File: src/rtl/uart_command_frame_parser_core_macros.svh
// Assertion helpers shared by the frame parser RTL.
// Each macro expands to one labeled concurrent assertion on clk_i, disabled in reset.
`ifndef UART_COMMAND_FRAME_PARSER_CORE_MACROS_SVH
`define UART_COMMAND_FRAME_PARSER_CORE_MACROS_SVH

// Same-cycle implication.
`define UCFP_ASSERT_IMP(lbl, ante, cons, msg) \
  lbl: assert property (@(posedge clk_i) disable iff (!rst_ni) (ante) |-> (cons)) \
    else $error(msg);

// Next-cycle implication.
`define UCFP_ASSERT_NXT(lbl, ante, cons, msg) \
  lbl: assert property (@(posedge clk_i) disable iff (!rst_ni) (ante) |=> (cons)) \
    else $error(msg);

`endif

File: src/rtl/ucfp_pkg.sv
// ----------------------------------------------------------------------------
// ucfp_pkg
// Widths, register indexes, reset values and controller/datapath bundles
// of the command frame parser.
// ----------------------------------------------------------------------------
package ucfp_pkg;

  localparam int unsigned BYTE_W            = 8;
  localparam int unsigned LEN_W             = 5;
  localparam int unsigned IDX_W             = 4;
  localparam int unsigned CFG_IDX_W         = 8;
  localparam int unsigned PAYLOAD_DEPTH_DEF = 16;

  localparam logic [CFG_IDX_W-1:0] REG_START_BYTE = 8'd0;
  localparam logic [CFG_IDX_W-1:0] REG_MAX_LEN    = 8'd1;

  localparam logic [BYTE_W-1:0] START_BYTE_RST = 8'h55;
  localparam logic [LEN_W-1:0]  MAX_LEN_RST    = 5'd16;

  // Controller to datapath.
  typedef struct packed {
    logic cap_cmd;   // take command byte, seed checksum
    logic cap_len;   // take length byte, clear count
    logic cap_data;  // store payload byte, advance count
    logic emit_clr;  // restart emit index
    logic rd_req;    // read payload entry at emit index
    logic load_out;  // fill output register
    logic adv_emit;  // advance emit index
  } ucfp_cmd_t;

  // Datapath to controller.
  typedef struct packed {
    logic start_hit;
    logic len_too_big;
    logic len_byte_zero;
    logic data_done;
    logic sum_match;
    logic len_zero;
    logic emit_last;
    logic out_free;
  } ucfp_sts_t;

endpackage

File: src/rtl/ucfp_intf.sv
// ----------------------------------------------------------------------------
// ucfp channel interfaces
// Received byte stream, result stream and configuration write channel.
// ----------------------------------------------------------------------------
interface ucfp_rx_if import ucfp_pkg::*; ();
  logic              valid;
  logic              ready;
  logic [BYTE_W-1:0] rx_byte;

  modport source (output valid, output rx_byte, input ready);
  modport sink   (input valid, input rx_byte, output ready);
endinterface

interface ucfp_res_if import ucfp_pkg::*; ();
  logic              valid;
  logic              ready;
  logic [BYTE_W-1:0] out_cmd;
  logic [LEN_W-1:0]  out_len;
  logic [IDX_W-1:0]  out_index;
  logic [BYTE_W-1:0] out_data;
  logic              out_last;

  modport source (output valid, output out_cmd, output out_len, output out_index,
                  output out_data, output out_last, input ready);
  modport sink   (input valid, input out_cmd, input out_len, input out_index,
                  input out_data, input out_last, output ready);
endinterface

interface ucfp_cfg_if import ucfp_pkg::*; ();
  logic                 valid;
  logic                 ready;
  logic [CFG_IDX_W-1:0] index;
  logic [BYTE_W-1:0]    data;

  modport source (output valid, output index, output data, input ready);
  modport sink   (input valid, input index, input data, output ready);
endinterface

File: src/rtl/ucfp_ram.sv
// ----------------------------------------------------------------------------
// ucfp_ram
// Generic single-write, single-read RAM with registered read data.
// ----------------------------------------------------------------------------
module ucfp_ram #(
  parameter int unsigned Width = 8,
  parameter int unsigned Depth = 16,
  localparam int unsigned AddrW = (Depth > 1) ? $clog2(Depth) : 1
) (
  input  logic             clk_i,
  input  logic             we_i,
  input  logic [AddrW-1:0] waddr_i,
  input  logic [Width-1:0] wdata_i,
  input  logic             re_i,
  input  logic [AddrW-1:0] raddr_i,
  output logic [Width-1:0] rdata_o
);

  logic [Width-1:0] mem_q [Depth];
  logic [Width-1:0] rdata_q;

  always_ff @(posedge clk_i) begin
    if (we_i) begin
      mem_q[waddr_i] <= wdata_i;
    end
    if (re_i) begin
      rdata_q <= mem_q[raddr_i];
    end
  end

  assign rdata_o = rdata_q;

endmodule

File: src/rtl/ucfp_ctrl.sv
// ----------------------------------------------------------------------------
// ucfp_ctrl
// Frame parser sequencer: hunt, command, length, payload, checksum, emit.
// ----------------------------------------------------------------------------
`include "uart_command_frame_parser_core_macros.svh"

module ucfp_ctrl import ucfp_pkg::*; (
  input  logic      clk_i,
  input  logic      rst_ni,
  input  logic      rx_valid_i,
  output logic      rx_ready_o,
  input  ucfp_sts_t sts_i,
  output ucfp_cmd_t cmd_o
);

  typedef enum logic [6:0] {
    ST_HUNT = 7'b0000001,
    ST_CMD  = 7'b0000010,
    ST_LEN  = 7'b0000100,
    ST_DATA = 7'b0001000,
    ST_SUM  = 7'b0010000,
    ST_RD   = 7'b0100000,
    ST_LOAD = 7'b1000000
  } ucfp_state_e;

  ucfp_state_e state_q, state_d;
  logic        rx_xfer;

  // take bytes in every receive state, hold the input while emitting
  assign rx_ready_o = (state_q == ST_HUNT) || (state_q == ST_CMD) || (state_q == ST_LEN) ||
                      (state_q == ST_DATA) || (state_q == ST_SUM);
  assign rx_xfer    = rx_valid_i && rx_ready_o;

  always_comb begin
    state_d = state_q;
    cmd_o   = '0;
    unique case (state_q)
      ST_HUNT: begin
        if (rx_xfer && sts_i.start_hit) begin
          state_d = ST_CMD;
        end
      end
      ST_CMD: begin
        if (rx_xfer) begin
          cmd_o.cap_cmd = 1'b1;
          state_d       = ST_LEN;
        end
      end
      ST_LEN: begin
        if (rx_xfer) begin
          if (sts_i.len_too_big) begin
            state_d = ST_HUNT;
          end else begin
            cmd_o.cap_len = 1'b1;
            state_d       = sts_i.len_byte_zero ? ST_SUM : ST_DATA;
          end
        end
      end
      ST_DATA: begin
        if (rx_xfer) begin
          cmd_o.cap_data = 1'b1;
          if (sts_i.data_done) begin
            state_d = ST_SUM;
          end
        end
      end
      ST_SUM: begin
        if (rx_xfer) begin
          if (sts_i.sum_match) begin
            cmd_o.emit_clr = 1'b1;
            state_d        = sts_i.len_zero ? ST_LOAD : ST_RD;
          end else begin
            state_d = ST_HUNT;
          end
        end
      end
      ST_RD: begin
        cmd_o.rd_req = 1'b1;
        state_d      = ST_LOAD;
      end
      ST_LOAD: begin
        // hold until the output register can take the next result
        if (sts_i.out_free) begin
          cmd_o.load_out = 1'b1;
          if (sts_i.emit_last) begin
            state_d = ST_HUNT;
          end else begin
            cmd_o.adv_emit = 1'b1;
            state_d        = ST_RD;
          end
        end
      end
      default: begin
        state_d = ST_HUNT;
      end
    endcase
  end

  always_ff @(posedge clk_i or negedge rst_ni) begin
    if (!rst_ni) begin
      state_q <= ST_HUNT;
    end else begin
      state_q <= state_d;
    end
  end

  `UCFP_ASSERT_IMP(a_load_needs_free, cmd_o.load_out, sts_i.out_free, "output overwritten")
  `UCFP_ASSERT_NXT(a_read_then_load, state_q == ST_RD, state_q == ST_LOAD, "read not followed by load")
  `UCFP_ASSERT_IMP(a_no_rx_in_emit, state_q == ST_RD || state_q == ST_LOAD, !rx_ready_o, "rx open during emit")

endmodule

File: src/rtl/ucfp_datapath.sv
// ----------------------------------------------------------------------------
// ucfp_datapath
// Config registers, frame fields, checksum, payload store and output register.
// ----------------------------------------------------------------------------
`include "uart_command_frame_parser_core_macros.svh"

module ucfp_datapath import ucfp_pkg::*; #(
  parameter int unsigned PayloadDepth = PAYLOAD_DEPTH_DEF
) (
  input  logic                 clk_i,
  input  logic                 rst_ni,
  input  logic [BYTE_W-1:0]    rx_byte_i,
  input  logic                 cfg_we_i,
  input  logic [CFG_IDX_W-1:0] cfg_index_i,
  input  logic [BYTE_W-1:0]    cfg_data_i,
  input  ucfp_cmd_t            cmd_i,
  output ucfp_sts_t            sts_o,
  input  logic                 res_ready_i,
  output logic                 res_valid_o,
  output logic [BYTE_W-1:0]    out_cmd_o,
  output logic [LEN_W-1:0]     out_len_o,
  output logic [IDX_W-1:0]     out_index_o,
  output logic [BYTE_W-1:0]    out_data_o,
  output logic                 out_last_o
);

  localparam int unsigned AddrW = (PayloadDepth > 1) ? $clog2(PayloadDepth) : 1;
  localparam logic [BYTE_W-1:0] DepthB = BYTE_W'(PayloadDepth);

  logic [BYTE_W-1:0] start_byte_q;
  logic [LEN_W-1:0]  max_len_q;
  logic [BYTE_W-1:0] command_q;
  logic [LEN_W-1:0]  frame_len_q;
  logic [LEN_W-1:0]  cnt_q;
  logic [BYTE_W-1:0] sum_q;
  logic [LEN_W-1:0]  idx_q;
  logic              res_valid_q;
  logic [BYTE_W-1:0] out_cmd_q;
  logic [LEN_W-1:0]  out_len_q;
  logic [IDX_W-1:0]  out_index_q;
  logic [BYTE_W-1:0] out_data_q;
  logic              out_last_q;

  logic [BYTE_W-1:0] max_len_w;
  logic [BYTE_W-1:0] limit;
  logic              ram_we;
  logic [BYTE_W-1:0] ram_rdata;

  assign max_len_w = {{(BYTE_W-LEN_W){1'b0}}, max_len_q};
  // a limit above the store depth acts as the depth
  assign limit     = (max_len_w > DepthB) ? DepthB : max_len_w;

  always_comb begin
    sts_o.start_hit     = (rx_byte_i == start_byte_q);
    sts_o.len_too_big   = (rx_byte_i > limit);
    sts_o.len_byte_zero = (rx_byte_i == '0);
    sts_o.data_done     = (({1'b0, cnt_q} + 6'd1) >= {1'b0, frame_len_q});
    sts_o.sum_match     = (sum_q == rx_byte_i);
    sts_o.len_zero      = (frame_len_q == '0);
    sts_o.emit_last     = (frame_len_q == '0) ||
                          (({1'b0, idx_q} + 6'd1) == {1'b0, frame_len_q});
    sts_o.out_free      = !res_valid_q || res_ready_i;
  end

  always_ff @(posedge clk_i or negedge rst_ni) begin
    if (!rst_ni) begin
      start_byte_q <= START_BYTE_RST;
      max_len_q    <= MAX_LEN_RST;
    end else if (cfg_we_i) begin
      if (cfg_index_i == REG_START_BYTE) begin
        start_byte_q <= cfg_data_i;
      end else if (cfg_index_i == REG_MAX_LEN) begin
        max_len_q <= cfg_data_i[LEN_W-1:0];
      end
    end
  end

  always_ff @(posedge clk_i) begin
    if (cmd_i.cap_cmd) begin
      command_q <= rx_byte_i;
      sum_q     <= rx_byte_i;
    end
    if (cmd_i.cap_len) begin
      frame_len_q <= rx_byte_i[LEN_W-1:0];
      cnt_q       <= '0;
      sum_q       <= sum_q + rx_byte_i;
    end
    if (cmd_i.cap_data) begin
      cnt_q <= cnt_q + 5'd1;
      sum_q <= sum_q + rx_byte_i;
    end
    if (cmd_i.emit_clr) begin
      idx_q <= '0;
    end else if (cmd_i.adv_emit) begin
      idx_q <= idx_q + 5'd1;
    end
    if (cmd_i.load_out) begin
      out_cmd_q   <= command_q;
      out_len_q   <= frame_len_q;
      out_index_q <= idx_q[IDX_W-1:0];
      out_data_q  <= (frame_len_q == '0) ? '0 : ram_rdata;
      out_last_q  <= sts_o.emit_last;
    end
  end

  always_ff @(posedge clk_i or negedge rst_ni) begin
    if (!rst_ni) begin
      res_valid_q <= 1'b0;
    end else if (cmd_i.load_out) begin
      res_valid_q <= 1'b1;
    end else if (res_ready_i) begin
      res_valid_q <= 1'b0;
    end
  end

  // drop payload bytes beyond the store
  assign ram_we = cmd_i.cap_data && ({{(BYTE_W-LEN_W){1'b0}}, cnt_q} < DepthB);

  ucfp_ram #(
    .Width (BYTE_W),
    .Depth (PayloadDepth)
  ) u_payload_ram (
    .clk_i   (clk_i),
    .we_i    (ram_we),
    .waddr_i (AddrW'(cnt_q)),
    .wdata_i (rx_byte_i),
    .re_i    (cmd_i.rd_req),
    .raddr_i (AddrW'(idx_q)),
    .rdata_o (ram_rdata)
  );

  assign res_valid_o = res_valid_q;
  assign out_cmd_o   = out_cmd_q;
  assign out_len_o   = out_len_q;
  assign out_index_o = out_index_q;
  assign out_data_o  = out_data_q;
  assign out_last_o  = out_last_q;

  `UCFP_ASSERT_IMP(a_cnt_bound, cmd_i.cap_data, cnt_q < frame_len_q, "payload count overran length")

endmodule

File: src/rtl/uart_command_frame_parser_core.sv
// Command frame parser for a received serial byte stream.
// rx_i: one received byte per transfer. The parser hunts for the start byte,
//   then takes command, length, length payload bytes and a checksum byte
//   (8-bit wrapping sum of command, length and payload).
// res_o: one result per payload byte of a frame with a good checksum, or a
//   single result with zero data for an empty frame; out_last marks the end.
// cfg_i: register 0 is the start byte, register 1 the largest length. Write
//   only while idle; the channel is always ready.
// After a good checksum the parser reads the payload entry at the emit index,
// then loads it into the output register; an empty frame loads at once.
// Following results repeat the read and load, paced by the registered read of
// the payload RAM. rx_i.ready is low while a frame is emitted, so the input
// is held until the last result is loaded.
// A stalled receiver holds the output register and the emit sequence; once
// the last result is loaded the parser takes bytes again even if it waits.
// Reset puts the parser in hunt, clears the output valid and loads the
// registers with start byte 0x55 and length limit 16. No clearing pass.
// ----------------------------------------------------------------------------
// uart_command_frame_parser_core
// Top level: controller, datapath and channel hookup.
// ----------------------------------------------------------------------------
module uart_command_frame_parser_core import ucfp_pkg::*; #(
  parameter int unsigned PayloadDepth = PAYLOAD_DEPTH_DEF
) (
  input  logic       clk_i,
  input  logic       rst_ni,
  ucfp_rx_if.sink    rx_i,
  ucfp_res_if.source res_o,
  ucfp_cfg_if.sink   cfg_i
);

  ucfp_cmd_t cmd;
  ucfp_sts_t sts;
  logic      rx_ready;

  ucfp_ctrl u_ctrl (
    .clk_i      (clk_i),
    .rst_ni     (rst_ni),
    .rx_valid_i (rx_i.valid),
    .rx_ready_o (rx_ready),
    .sts_i      (sts),
    .cmd_o      (cmd)
  );

  ucfp_datapath #(
    .PayloadDepth (PayloadDepth)
  ) u_datapath (
    .clk_i       (clk_i),
    .rst_ni      (rst_ni),
    .rx_byte_i   (rx_i.rx_byte),
    .cfg_we_i    (cfg_i.valid),
    .cfg_index_i (cfg_i.index),
    .cfg_data_i  (cfg_i.data),
    .cmd_i       (cmd),
    .sts_o       (sts),
    .res_ready_i (res_o.ready),
    .res_valid_o (res_o.valid),
    .out_cmd_o   (res_o.out_cmd),
    .out_len_o   (res_o.out_len),
    .out_index_o (res_o.out_index),
    .out_data_o  (res_o.out_data),
    .out_last_o  (res_o.out_last)
  );

  assign rx_i.ready  = rx_ready;
  assign cfg_i.ready = 1'b1;

endmodule

File: src/flat_wrapper.sv
// flat-port wrapper written by rule: the top's interface ports become plain ports
module uart_command_frame_parser_core_flat import ucfp_pkg::*;
#(
  parameter int unsigned PayloadDepth = PAYLOAD_DEPTH_DEF
)
  (clk_i, rst_ni, rx_i_valid, rx_i_rx_byte, rx_i_ready, res_o_valid, res_o_out_cmd, res_o_out_len, res_o_out_index, res_o_out_data, res_o_out_last, res_o_ready, cfg_i_valid, cfg_i_index, cfg_i_data, cfg_i_ready);
  ucfp_rx_if rx_i_i ();
  ucfp_res_if res_o_i ();
  ucfp_cfg_if cfg_i_i ();
  input  logic clk_i;
  input  logic rst_ni;
  input wire logic [$bits(rx_i_i.valid)-1:0] rx_i_valid;
  input wire logic [$bits(rx_i_i.rx_byte)-1:0] rx_i_rx_byte;
  output wire logic [$bits(rx_i_i.ready)-1:0] rx_i_ready;
  output wire logic [$bits(res_o_i.valid)-1:0] res_o_valid;
  output wire logic [$bits(res_o_i.out_cmd)-1:0] res_o_out_cmd;
  output wire logic [$bits(res_o_i.out_len)-1:0] res_o_out_len;
  output wire logic [$bits(res_o_i.out_index)-1:0] res_o_out_index;
  output wire logic [$bits(res_o_i.out_data)-1:0] res_o_out_data;
  output wire logic [$bits(res_o_i.out_last)-1:0] res_o_out_last;
  input wire logic [$bits(res_o_i.ready)-1:0] res_o_ready;
  input wire logic [$bits(cfg_i_i.valid)-1:0] cfg_i_valid;
  input wire logic [$bits(cfg_i_i.index)-1:0] cfg_i_index;
  input wire logic [$bits(cfg_i_i.data)-1:0] cfg_i_data;
  output wire logic [$bits(cfg_i_i.ready)-1:0] cfg_i_ready;
  assign rx_i_i.valid = rx_i_valid;
  assign rx_i_i.rx_byte = rx_i_rx_byte;
  assign rx_i_ready = rx_i_i.ready;
  assign res_o_valid = res_o_i.valid;
  assign res_o_out_cmd = res_o_i.out_cmd;
  assign res_o_out_len = res_o_i.out_len;
  assign res_o_out_index = res_o_i.out_index;
  assign res_o_out_data = res_o_i.out_data;
  assign res_o_out_last = res_o_i.out_last;
  assign res_o_i.ready = res_o_ready;
  assign cfg_i_i.valid = cfg_i_valid;
  assign cfg_i_i.index = cfg_i_index;
  assign cfg_i_i.data = cfg_i_data;
  assign cfg_i_ready = cfg_i_i.ready;
  uart_command_frame_parser_core #(.PayloadDepth(PayloadDepth)) u_core (.clk_i(clk_i), .rst_ni(rst_ni), .rx_i(rx_i_i), .res_o(res_o_i), .cfg_i(cfg_i_i));
endmodule
File: config.mk
export PLATFORM = sky130hd
export DESIGN_NAME = uart_command_frame_parser_core_flat
export DESIGN_NICKNAME = d
export VERILOG_FILES = /design/src/rtl/ucfp_pkg.sv /design/src/rtl/ucfp_intf.sv /design/src/rtl/ucfp_ram.sv /design/src/rtl/ucfp_ctrl.sv /design/src/rtl/ucfp_datapath.sv /design/src/rtl/uart_command_frame_parser_core.sv /design/src/flat_wrapper.sv
export VERILOG_INCLUDE_DIRS = /design/src /design/src/rtl
export SDC_FILE = /design/constraint.sdc
export NUM_CORES = 1
export LEC_CHECK = 0
export BUFFER_PORTS_ARGS = -buffer_cell sky130_fd_sc_hd__buf_2
export CAP_MARGIN = 30
export CORE_MARGIN = 2
export CORE_UTILIZATION = 55
export CTS_BUF_LIST = sky130_fd_sc_hd__clkbuf_2
export CTS_CLUSTER_SIZE = 10
export DETAILED_ROUTE_END_ITERATION = 10
export HOLD_SLACK_MARGIN = 0.05
export MAX_ROUTING_LAYER = met4
export PLACE_DENSITY = 0.74
export SLEW_MARGIN = 20
export SYNTH_ARGS = -nofsm -noshare
export SYNTH_HDL_FRONTEND = slang
export SYNTH_SLANG_ARGS = --single-unit
File: constraint.sdc
create_clock -name clk_i -period 6.8 [get_ports clk_i]
set_clock_uncertainty 0.2 [all_clocks]
set_input_delay 0.68 -clock clk_i [delete_from_list [all_inputs] [get_ports clk_i]]
set_output_delay 0.68 -clock clk_i [all_outputs]
set_load 0.02 [all_outputs]
==> impl_metrics.ini, run 1 <==
[status]
status = finished clean

[drt]
drtIter0Drc = 433
drc = 0
drtPass1Iterations = 5
vias = 5095
wl_per_cell_um = 19.9
vias_per_cell = 5.62
ant_nets = 0
finalWirelength_um = 18100

[yosys]
syn_nets = 586
syn_area_per_cell_um2 = 17.2
synth_cell_types = 70
synth-main-ff-cell = edfxtp_1
synth.top_cells.by_area = edfxtp_1 62%, mux4_2 9.8%, dfrtp_1 4.1%
yosys_warnings = 0
synth.yosys.seq_area_share_pct = 68.4
yosysTopAreaCellShare_pct = 61.5
synthArstFlopShare_pct = 9.81
synthCells = 534
synth_enable_flop_cells = 188
synth-seq-cells = 214
yosysMostFrequentCell = edfxtp_1
synth_area_um2 = 9180
ys_top_cells_by_count = 188 x edfxtp_1, 40 x mux4_2, 30 x nor2_1
synth_area_leader_cell = edfxtp_1

[worst_setup_path]
path_cells = or4_4 -> a221oi_2 -> buf_2
crit_buf_inv = 1
crit_family = simple AND/OR/NAND/NOR gates
path_class = flip-flop to primary output
critPathMaxFanout = 5
arrival_ps = 2480
max_stage_delay_ps = 600
critPathSlowestCell = or4_4
critPathRequiredTime_ps = 5920
start_kind = flip-flop
end_kind = primary output

[grt]
antenna_found_initial = 1
grt_pass1_vias = 5224
overflow = 0
grt_start_max_net_pins = 39
grt_pass1_wl_um = 28300
grtUsageTotal_pct = 21.7

[pwr]
cellPowerDensity_nw_per_um2 = 231
ir_drop_mv = 0.104
leakagePower_uw = 0.00372
fin_total_pwr_uw = 2380

[sta]
worst_slack_ps = 3440
min_period_ps = 3360
fin_setup_tns_ps = 0
setup_viol = 0
finalHoldViolCount = 0
worst_slew_pin_slew_ps = 941
slew_headroom_pct = 37.1
slew_violations = 0
fmax_mhz = 297
rsz0062_at_grt = false
finalCritPeriodShare_pct = 49.5

[clock_network]
root_buffer = clkbuf_2
numCtsBuffers = 51
clk_path_buf_depth = 3
cts_tree = done
clkTransAtPathRegs_ps = 100
cts_num_sinks = 214
cts-htree-levels = 2
clock_latency_ps = 780

[floorplanning]
start_util_pct = 55.7
dieArea_um2 = 17700
core_area_um2 = 16500
ios = 58
die-height_um = 133
rows = 47
die_w_um = 133

[placed_design]
hpwl_um = 11700
preCtsSetupSlack_ps = 2930
place.gp.congestion = 0.850
io_buffers = 56

[flow_run]
drv_cap = 0

[cells_and_area]
drive_gt1_share_pct = 32.7
nets = 697
area_delta_synth_final_pct = 12.1

[worst_hold_path]
hold_class = input port to flip-flop
[through the flow]
stage          area (um2)  util (%)  cells  hold slack (ps)
5_1_grt             10300      62.5    907             98.8
6_report            10300      62.5    907              175
3_5_place_dp         9710      59.0    801              205
3_3_place_gp         9690      58.9    800              203
2_1_floorplan        9180         -    534              184
4_1_cts             10300      62.4    905             99.5
[area by class of cell]
cell class / instances / area (um2)
fill: 1235 / 6180
sequential: 214 / 6280
multi-input combinational: 282 / 2740
timing repair buffer: 74 / 440
tap: 220 / 275
inverter: 22 / 82.6
antenna: 1 / 2.50
clock buffer: 80 / 400
clock inverter: 14 / 58.8
[cells by family after synthesis]
kind of cell	after synthesis	share of synthesized area, %
flops	214	68.4
compound gates	38	3.00
other cells	1	0.0409
mux	63	12.6
fa+ha+maj	23	3.22
simple gates	127	7.96
xor+xnor	30	2.86
buf+inv	38	1.91
[repair_timing]
action | CTS | global route
setup buffers | 0 | 0
hold endpoints to repair | 36 | 0
hold buffers | 10 | 0
setup endpoints to repair | 0 | 0
resized for setup | 0 | 0
[flip-flops by register name (all words and copies together) (netlist names)]
register                                 flops
u_core.u_datapath.cnt_q                      5
u_core.u_datapath.start_byte_q               8
u_core.u_datapath.out_len_o                  5
u_core.u_datapath.max_len_q                  5
u_core.u_datapath.u_payload_ram.rdata_o      8
u_core.u_datapath.res_valid_o                1
u_core.u_ctrl.state_q                        7
u_core.u_datapath.out_data_o                 8
u_core.u_datapath.command_q                  8
u_core.u_datapath.out_last_o                 1
u_core.u_datapath.out_cmd_o                  8
u_core.u_datapath.idx_q                      5
u_core.u_datapath.sum_q                      8
u_core.u_datapath.out_index_o                4
u_core.u_datapath.frame_len_q                5
u_core.u_datapath.u_payload_ram.mem_q      128
[layout by cell type (no fill, tap or decap), types with 13 or more instances in the layout]
cell / instances
buf_2: 56
clkbuf_2: 80
dfrtp_1: 15
edfxtp_1: 188
ha_1: 22
inv_1: 21
mux2_2: 13
mux4_2: 40
nand2_1: 16
nor2_1: 30
xnor2_1: 14
xor2_1: 16
[power breakdown]
| part | switching (uW) | internal [uW] | total [uW] |
|---|---|---|---|
| registers | 7.86 | 1430 | 1440 |
| clock network | 485 | 311 | 796 |
| logic | 84.4 | 54.4 | 139 |
[path summary, 6_finish.rpt]
| path | from | to | slack, ps | cells past startpoint |
|---|---|---|---|---|
| worst max-delay path | u_core.u_ctrl.state_q[2] | rx_i_ready | 3440 | 3 |
| worst min-delay path | rx_i_rx_byte[1] | u_core.u_datapath.u_payload_ram.mem_q[8][1] | 180 | 1 |
| worst max register to register | u_core.u_datapath.max_len_q[4] | u_core.u_datapath.sum_q[4] | 3440 | 9 |
| worst min register to register | u_core.u_datapath.command_q[7] | u_core.u_datapath.out_cmd_o[7] | 210 | 0 |
| max in group asynchronous | rst_ni | u_core.u_datapath.start_byte_q[4] | 5820 | 2 |
| min in group asynchronous | rst_ni | u_core.u_ctrl.state_q[6] | 210 | 2 |
[metal layers]
layer,wire (um),share of wire [%],vias up,global-route usage (%)
met5,0,0,-,-
met4,267,1.5,0,6.91
met3,1040,5.8,22,4.76
met2,9110,50,157,35.1
met1,7660,42,2564,28.0
li1,-,-,2352,-
(Power assumes the default switching activity.)
==> run 2, diff against run 1 <==
- ABC_AREA: unset -> 1
- clock period: 6.8 -> 3.4 ns (I/O delays scaled with it)
==> run 2 against run 1 <==
Utilization increased by 2.6 points. Sequential power increased by 100%. Critical path depth increased by 10. Global-route usage increased by 3.4 points. Synthesized cell count increased by 56%. Final area increased by 5.3%. Via count increased by 33%. Clock power increased by 98%. Die area increased by 2.2%. Power increased by 110%. Non-clock buffer count increased by 44. Largest power group unchanged.
==> impl_metrics.ini, run 2 <==
[placed_design]
placed_cells = 1112
place_area_um2 = 10100
hpwl_um = 13600
preCtsSetupSlack_ps = 371
place.gp.congestion = 0.887
io_buffers = 56

[yosys]
yosys_warnings = 0
synth_area_um2 = 9390
synth_area_leader_cell = edfxtp_1
syn_area_per_cell_um2 = 11.3
yosysTopAreaCellShare_pct = 60.2
synth_cell_types = 45
synthCells = 834
synth-seq-cells = 214
synth-compound-area-share_pct = 9.48
synth_enable_flop_cells = 188
synthSimpleGateAreaFrac_pct = 14.6
ys_top_cells_by_count = 188 x edfxtp_1, 131 x nor2_1, 125 x nand2_1
synth-adder-area-share_pct = 3.15
yosysMostFrequentCell = edfxtp_1
synth-main-ff-cell = edfxtp_1
synthMuxAreaShare_pct = 0.360
synth.top_cells.by_area = edfxtp_1 60%, nor2_1 5.2%, o21ai_0 5.1%
syn_nets = 886
synthArstFlopShare_pct = 9.81
synth.yosys.seq_area_share_pct = 66.9
synth_xor_area_share_pct = 1.21
synth_top_family_by_area = simple AND/OR/NAND/NOR gates

[sta]
fin_setup_tns_ps = 0
slew_headroom_pct = 49.9
slew_violations = 0
finalHoldViolCount = 0
fmax_mhz = 330
min_period_ps = 3030
finalCritPeriodShare_pct = 89.3
setup_viol = 0
rsz0062_at_grt = false
worst_slew_pin_slew_ps = 748
worst_slack_ps = 365

[worst_setup_path]
arrival_ps = 3340
start_kind = flip-flop
critPathMaxFanout = 21
critPathRequiredTime_ps = 3710
path_class = flip-flop to flip-flop
end_kind = flip-flop

[grt]
grtUsageTotal_pct = 25.2
grt_start_max_net_pins = 65
grt_pass1_vias = 6615
antenna_found_initial = 1
overflow = 0
grt_pass1_wl_um = 33600

[cells_and_area]
stdcell_area_um2 = 10800
finalCoreUtilization_pct = 65.0
largest_register_ffs = 128
seq_area_um2 = 6280
regMostFlops = u_core.u_datapath.u_payload_ram.mem_q
area_delta_synth_final_pct = 15.3
multi_input_area_um2 = 2710
nets = 1030
drive_gt1_share_pct = 19.6
layout_common_cells = 188 x edfxtp_1, 130 x nor2_1, 125 x nand2_1
fillers = 1298
final_common_cell = edfxtp_1
layoutNonFillerInstCount = 1236

[pwr]
clockPowerShare_pct = 32.0
p_int_uw = 3650
switchingPower_uw = 1290
ir_drop_mv = 0.224
p_seq_share_pct = 59.1
pwr-share-comb_pct = 8.9
cellPowerDensity_nw_per_um2 = 456
leakagePower_uw = 0.00431
swShare_pct = 26.1

[flow_run]
drv_cap = 0

[drt]
wl_per_cell_um = 17.4
vias = 6786
ant_nets = 0
drc = 0
finalWirelength_um = 21600
drtPass1Iterations = 5
vias_per_cell = 5.49
drtIter0Drc = 644

[worst_hold_path]
hold_class = input port to flip-flop

[clock_network]
root_buffer = clkbuf_2
cts_num_sinks = 214
numCtsBuffers = 52
cts-htree-levels = 2
cts_setup_buffers = 0
clk_path_buf_depth = 3
clock_latency_ps = 790
cts_tree = done
clkTransAtPathRegs_ps = 90

[status]
status = finished clean

[floorplanning]
ios = 58
start_util_pct = 56.4
dieArea_um2 = 18100
die_w_um = 135
core_area_um2 = 16600
rows = 47
die-height_um = 135
-- run 2: power by group through the flow --
stage / registers (uW) / clock network (uW) / logic (uW)
after detailed placement: 2970 / 0 / 410
after global placement: 2970 / 0 / 405
after CTS: 2910 / 1620 / 438
final: 2910 / 1580 / 440
after global routing: 2920 / 1740 / 489
after floorplan: 2970 / 0 / 277
-- run 2: per-layer routing --
layer	GRT usage [%]	share of wire (%)	wire (um)	up-vias
met5	-	0	0	-
met4	8.65	1.8	386	0
met3	5.93	8.6	1850	34
met2	40.1	48	10400	286
met1	32.1	41	8880	3234
li1	-	-	-	3232
-- run 2: critical path: stages (launching register included) --
cell      delay [ps]
dfrtp_1          410
o41ai_1          560
nand2_1          110
ha_1             310
inv_1             40
o21bai_1         110
nand2_1           60
nand2_1           60
nand2_1           50
nand2_1           70
nand2_1          100
nand4_4          100
nand2_4          160
or2_2            430
-- run 2: metrics by stage --
step	hold slack [ps]	total power [uW]
final	184	4930
after floorplan	-156	3250
after detailed placement	127	3380
after global placement	117	3380
after CTS	96.2	4970
after global routing	117	5150
-- run 2: final cells by class --
| cell class | instances | share of cell area, % |
|---|---|---|
| multi-input combinational | 519 | 25.0 |
| clock buffer | 77 | 3.56 |
| antenna | 1 | 0.0231 |
| clock inverter | 14 | 0.520 |
| sequential | 214 | 58.0 |
| inverter | 73 | 2.53 |
| timing repair buffer | 118 | 7.81 |
| tap | 220 | 2.54 |
-- run 2: what timing repair did --
item	in CTS	in global routing
hold buffers	32	0
endpoints found under the setup margin	0	0
resized for setup	0	0
endpoints found under the hold margin	244	0
-- run 2: logic make-up after synthesis --
family          count (synthesis)
buf+inv                       101
simple gates                  317
xor+xnor                       13
other cells                     1
mux                             3
compound gates                162
flops                         214
fa+ha+maj                      23
-- run 2: path summary, 6_finish.rpt --
kind                                                      to                      startpoint  slack (ps)  cells after the start
max                               u_core.u_datapath.sum_q[2]  u_core.u_datapath.max_len_q[0]         370                     13
min                           u_core.u_datapath.max_len_q[4]                   cfg_i_data[4]         180                      4
max reg2reg                       u_core.u_datapath.sum_q[2]  u_core.u_datapath.max_len_q[0]         370                     13
min reg2reg                   u_core.u_datapath.out_cmd_o[2]  u_core.u_datapath.command_q[2]         230                      0
max in group asynchronous  u_core.u_datapath.start_byte_q[5]                          rst_ni        1270                      4
min in group asynchronous           u_core.u_ctrl.state_q[0]                          rst_ni         540                      3
==> run 3, diff against run 2 <==
- BUFFER_PORTS_ARGS: -buffer_cell sky130_fd_sc_hd__buf_2 -> -buffer_cell sky130_fd_sc_hd__buf_4
- GPL_ROUTABILITY_DRIVEN: unset -> 0
- PLACE_DENSITY: 0.74 -> 0.73
==> run 3 against run 2 <==
Combinational power rose by 3%. Sequential cell count stayed put. Die area unchanged. Register-to-register slack hardly changed. Routed wire length is 4.2% lower. Cell count down 0.24%. Final area is 1.2% higher. Utilization increased by 0.81 points. Power grew 1.8%. Via count decreased by 1.3%. Maximum frequency increased by 0.18%. Largest power group unchanged. Highest routed layer unchanged.
==> impl_metrics.ini, run 3 (synthesis gave the netlist of run 2 again) <==
[clock_network]
clock_latency_ps = 790
cts_num_sinks = 214
numCtsBuffers = 52
cts-htree-levels = 2
root_buffer = clkbuf_2
clkTransAtPathRegs_ps = 80
cts_setup_buffers = 0
cts_tree = done
clk_path_buf_depth = 3
post_cts_resized = 0

[worst_setup_path]
arrival_ps = 3350
reg2reg_slack_ps = 370
path_class = flip-flop to flip-flop
crit_buf_inv = 1
critPathMaxFanout = 21
crit_family = simple AND/OR/NAND/NOR gates
start_kind = flip-flop
critPathSlowestCell = o41ai_1
cp.depth = 13
critPathRequiredTime_ps = 3720
max_stage_delay_ps = 540
path_cells = o41ai_1 -> nand2_1 -> ha_1 -> inv_1 -> o21bai_1 -> nand2_1 -> nand2_1 -> nand2_1 -> nand2_1 -> nand2_1 -> nand4_4 -> nand2_4 -> or2_2
r2r-end = u_core.u_datapath.sum_q[3]
r2r_start = u_core.u_datapath.max_len_q[0]
end_kind = flip-flop
cpMostUsedCell = nand2_1
reg2reg_depth = 13

[cells_and_area]
final_common_cell = edfxtp_1
fillers = 1303
layout_common_cells = 188 x edfxtp_1, 130 x nor2_1, 125 x nand2_1
seq_area_um2 = 6280
drive_gt1_share_pct = 19.6
area_delta_synth_final_pct = 16.8
largest_register_ffs = 128
nets = 1027
regMostFlops = u_core.u_datapath.u_payload_ram.mem_q
stdcell_area_um2 = 11000
multi_input_area_um2 = 2710

[pwr]
switchingPower_uw = 1280
leakagePower_uw = 0.00436
p_int_uw = 3740
p_seq_share_pct = 58.0
cellPowerDensity_nw_per_um2 = 458
swShare_pct = 25.4
ir_drop_mv = 0.200
clockPowerShare_pct = 32.9
pwr-share-comb_pct = 9.1

[grt]
overflow = 0
antenna_found_initial = 1
grt_pass1_wl_um = 32900
grt_start_max_net_pins = 67
grtUsageTotal_pct = 24.4
grt_pass1_vias = 6567

[placed_design]
hpwl_um = 12700
place_area_um2 = 10200
io_buffers = 56

[drt]
drtPass1Iterations = 5
wl_per_cell_um = 16.7
vias_per_cell = 5.43
ant_nets = 0
drtIter0Drc = 585
finalWirelength_um = 20600
drc = 0
vias = 6695

[worst_hold_path]
hold_class = input port to flip-flop
hp-start = cfg_i_data[4]
hold_path_depth = 4
whs_endpoint = u_core.u_datapath.max_len_q[4]

[sta]
setup_viol = 0
fin_setup_tns_ps = 0
rsz0062_at_grt = false
fmax_mhz = 330
min_period_ps = 3030
worst_slew_pin_slew_ps = 822
slew_violations = 0
finalCritPeriodShare_pct = 89.1
finalHoldViolCount = 0
slew_headroom_pct = 45.1

[floorplanning]
rows = 47
start_util_pct = 56.4
ios = 58
die_w_um = 135
dieArea_um2 = 18100
die-height_um = 135
core_area_um2 = 16600

[status]
status = finished clean

[flow_run]
drv_cap = 0
## run 3: metal layers
metal / vias to the layer above / wire (um) / GRT usage (%)
li1: 3223 / - / -
met3: 38 / 1800 / 5.93
met1: 3140 / 8700 / 32.1
met5: - / 0 / -
met4: 0 / 408 / 8.25
met2: 294 / 9740 / 37.8
## run 3: worst max path at each step
| stage | from | end | slack, ps |
|---|---|---|---|
| 3_3_place_gp | u_core.u_datapath.max_len_q[0] | u_core.u_datapath.sum_q[7] | 470 |
| 5_1_grt | u_core.u_datapath.max_len_q[0] | u_core.u_datapath.sum_q[3] | 90 |
| 2_1_floorplan | u_core.u_datapath.max_len_q[0] | u_core.u_datapath.sum_q[0] | 740 |
| 6_report | u_core.u_datapath.max_len_q[0] | u_core.u_datapath.sum_q[3] | 370 |
| 3_5_place_dp | u_core.u_datapath.max_len_q[0] | u_core.u_datapath.sum_q[1] | 360 |
| 4_1_cts | u_core.u_datapath.max_len_q[0] | u_core.u_datapath.sum_q[0] | 340 |
## run 3: stage by stage
step	utilization, %	worst slack [ps]	instances	hold WS [ps]	power, uW
floorplan	-	735	834	-156	3250
global placement	61.0	472	1107	36.0	3380
detailed placement	61.0	359	1107	39.6	3400
CTS	65.8	341	1230	110	5070
global route	65.9	89.9	1233	122	5250
finish	65.9	371	1233	180	5020
## run 3: power groups by stage
stage | logic (uW) | clock network [uW] | registers [uW]
5_1_grt | 507 | 1830 | 2920
3_5_place_dp | 423 | 0 | 2970
6_report | 455 | 1650 | 2910
2_1_floorplan | 277 | 0 | 2970
4_1_cts | 452 | 1700 | 2910
3_3_place_gp | 413 | 0 | 2970
## run 3: tightest hold or removal path, delay by kind of cell
family                 cells  cell delay (ps)
buffers and inverters      3              730
AO/OA/AOI/OAI              1               80
## run 3: area by class of cell
| type | instances | area share [%] |
|---|---|---|
| clock buffer | 79 | 3.61 |
| sequential | 214 | 57.3 |
| multi-input combinational | 519 | 24.7 |
| inverter | 73 | 2.50 |
| antenna | 2 | 0.0457 |
| timing repair buffer | 115 | 8.72 |
| tap | 220 | 2.51 |
| clock inverter | 11 | 0.628 |
## run 3: timing repair
| item | in CTS | in global routing |
|---|---|---|
| endpoints found under the hold margin | 240 | 15 |
| hold buffers | 33 | 1 |
| endpoints found under the setup margin | 0 | 0 |
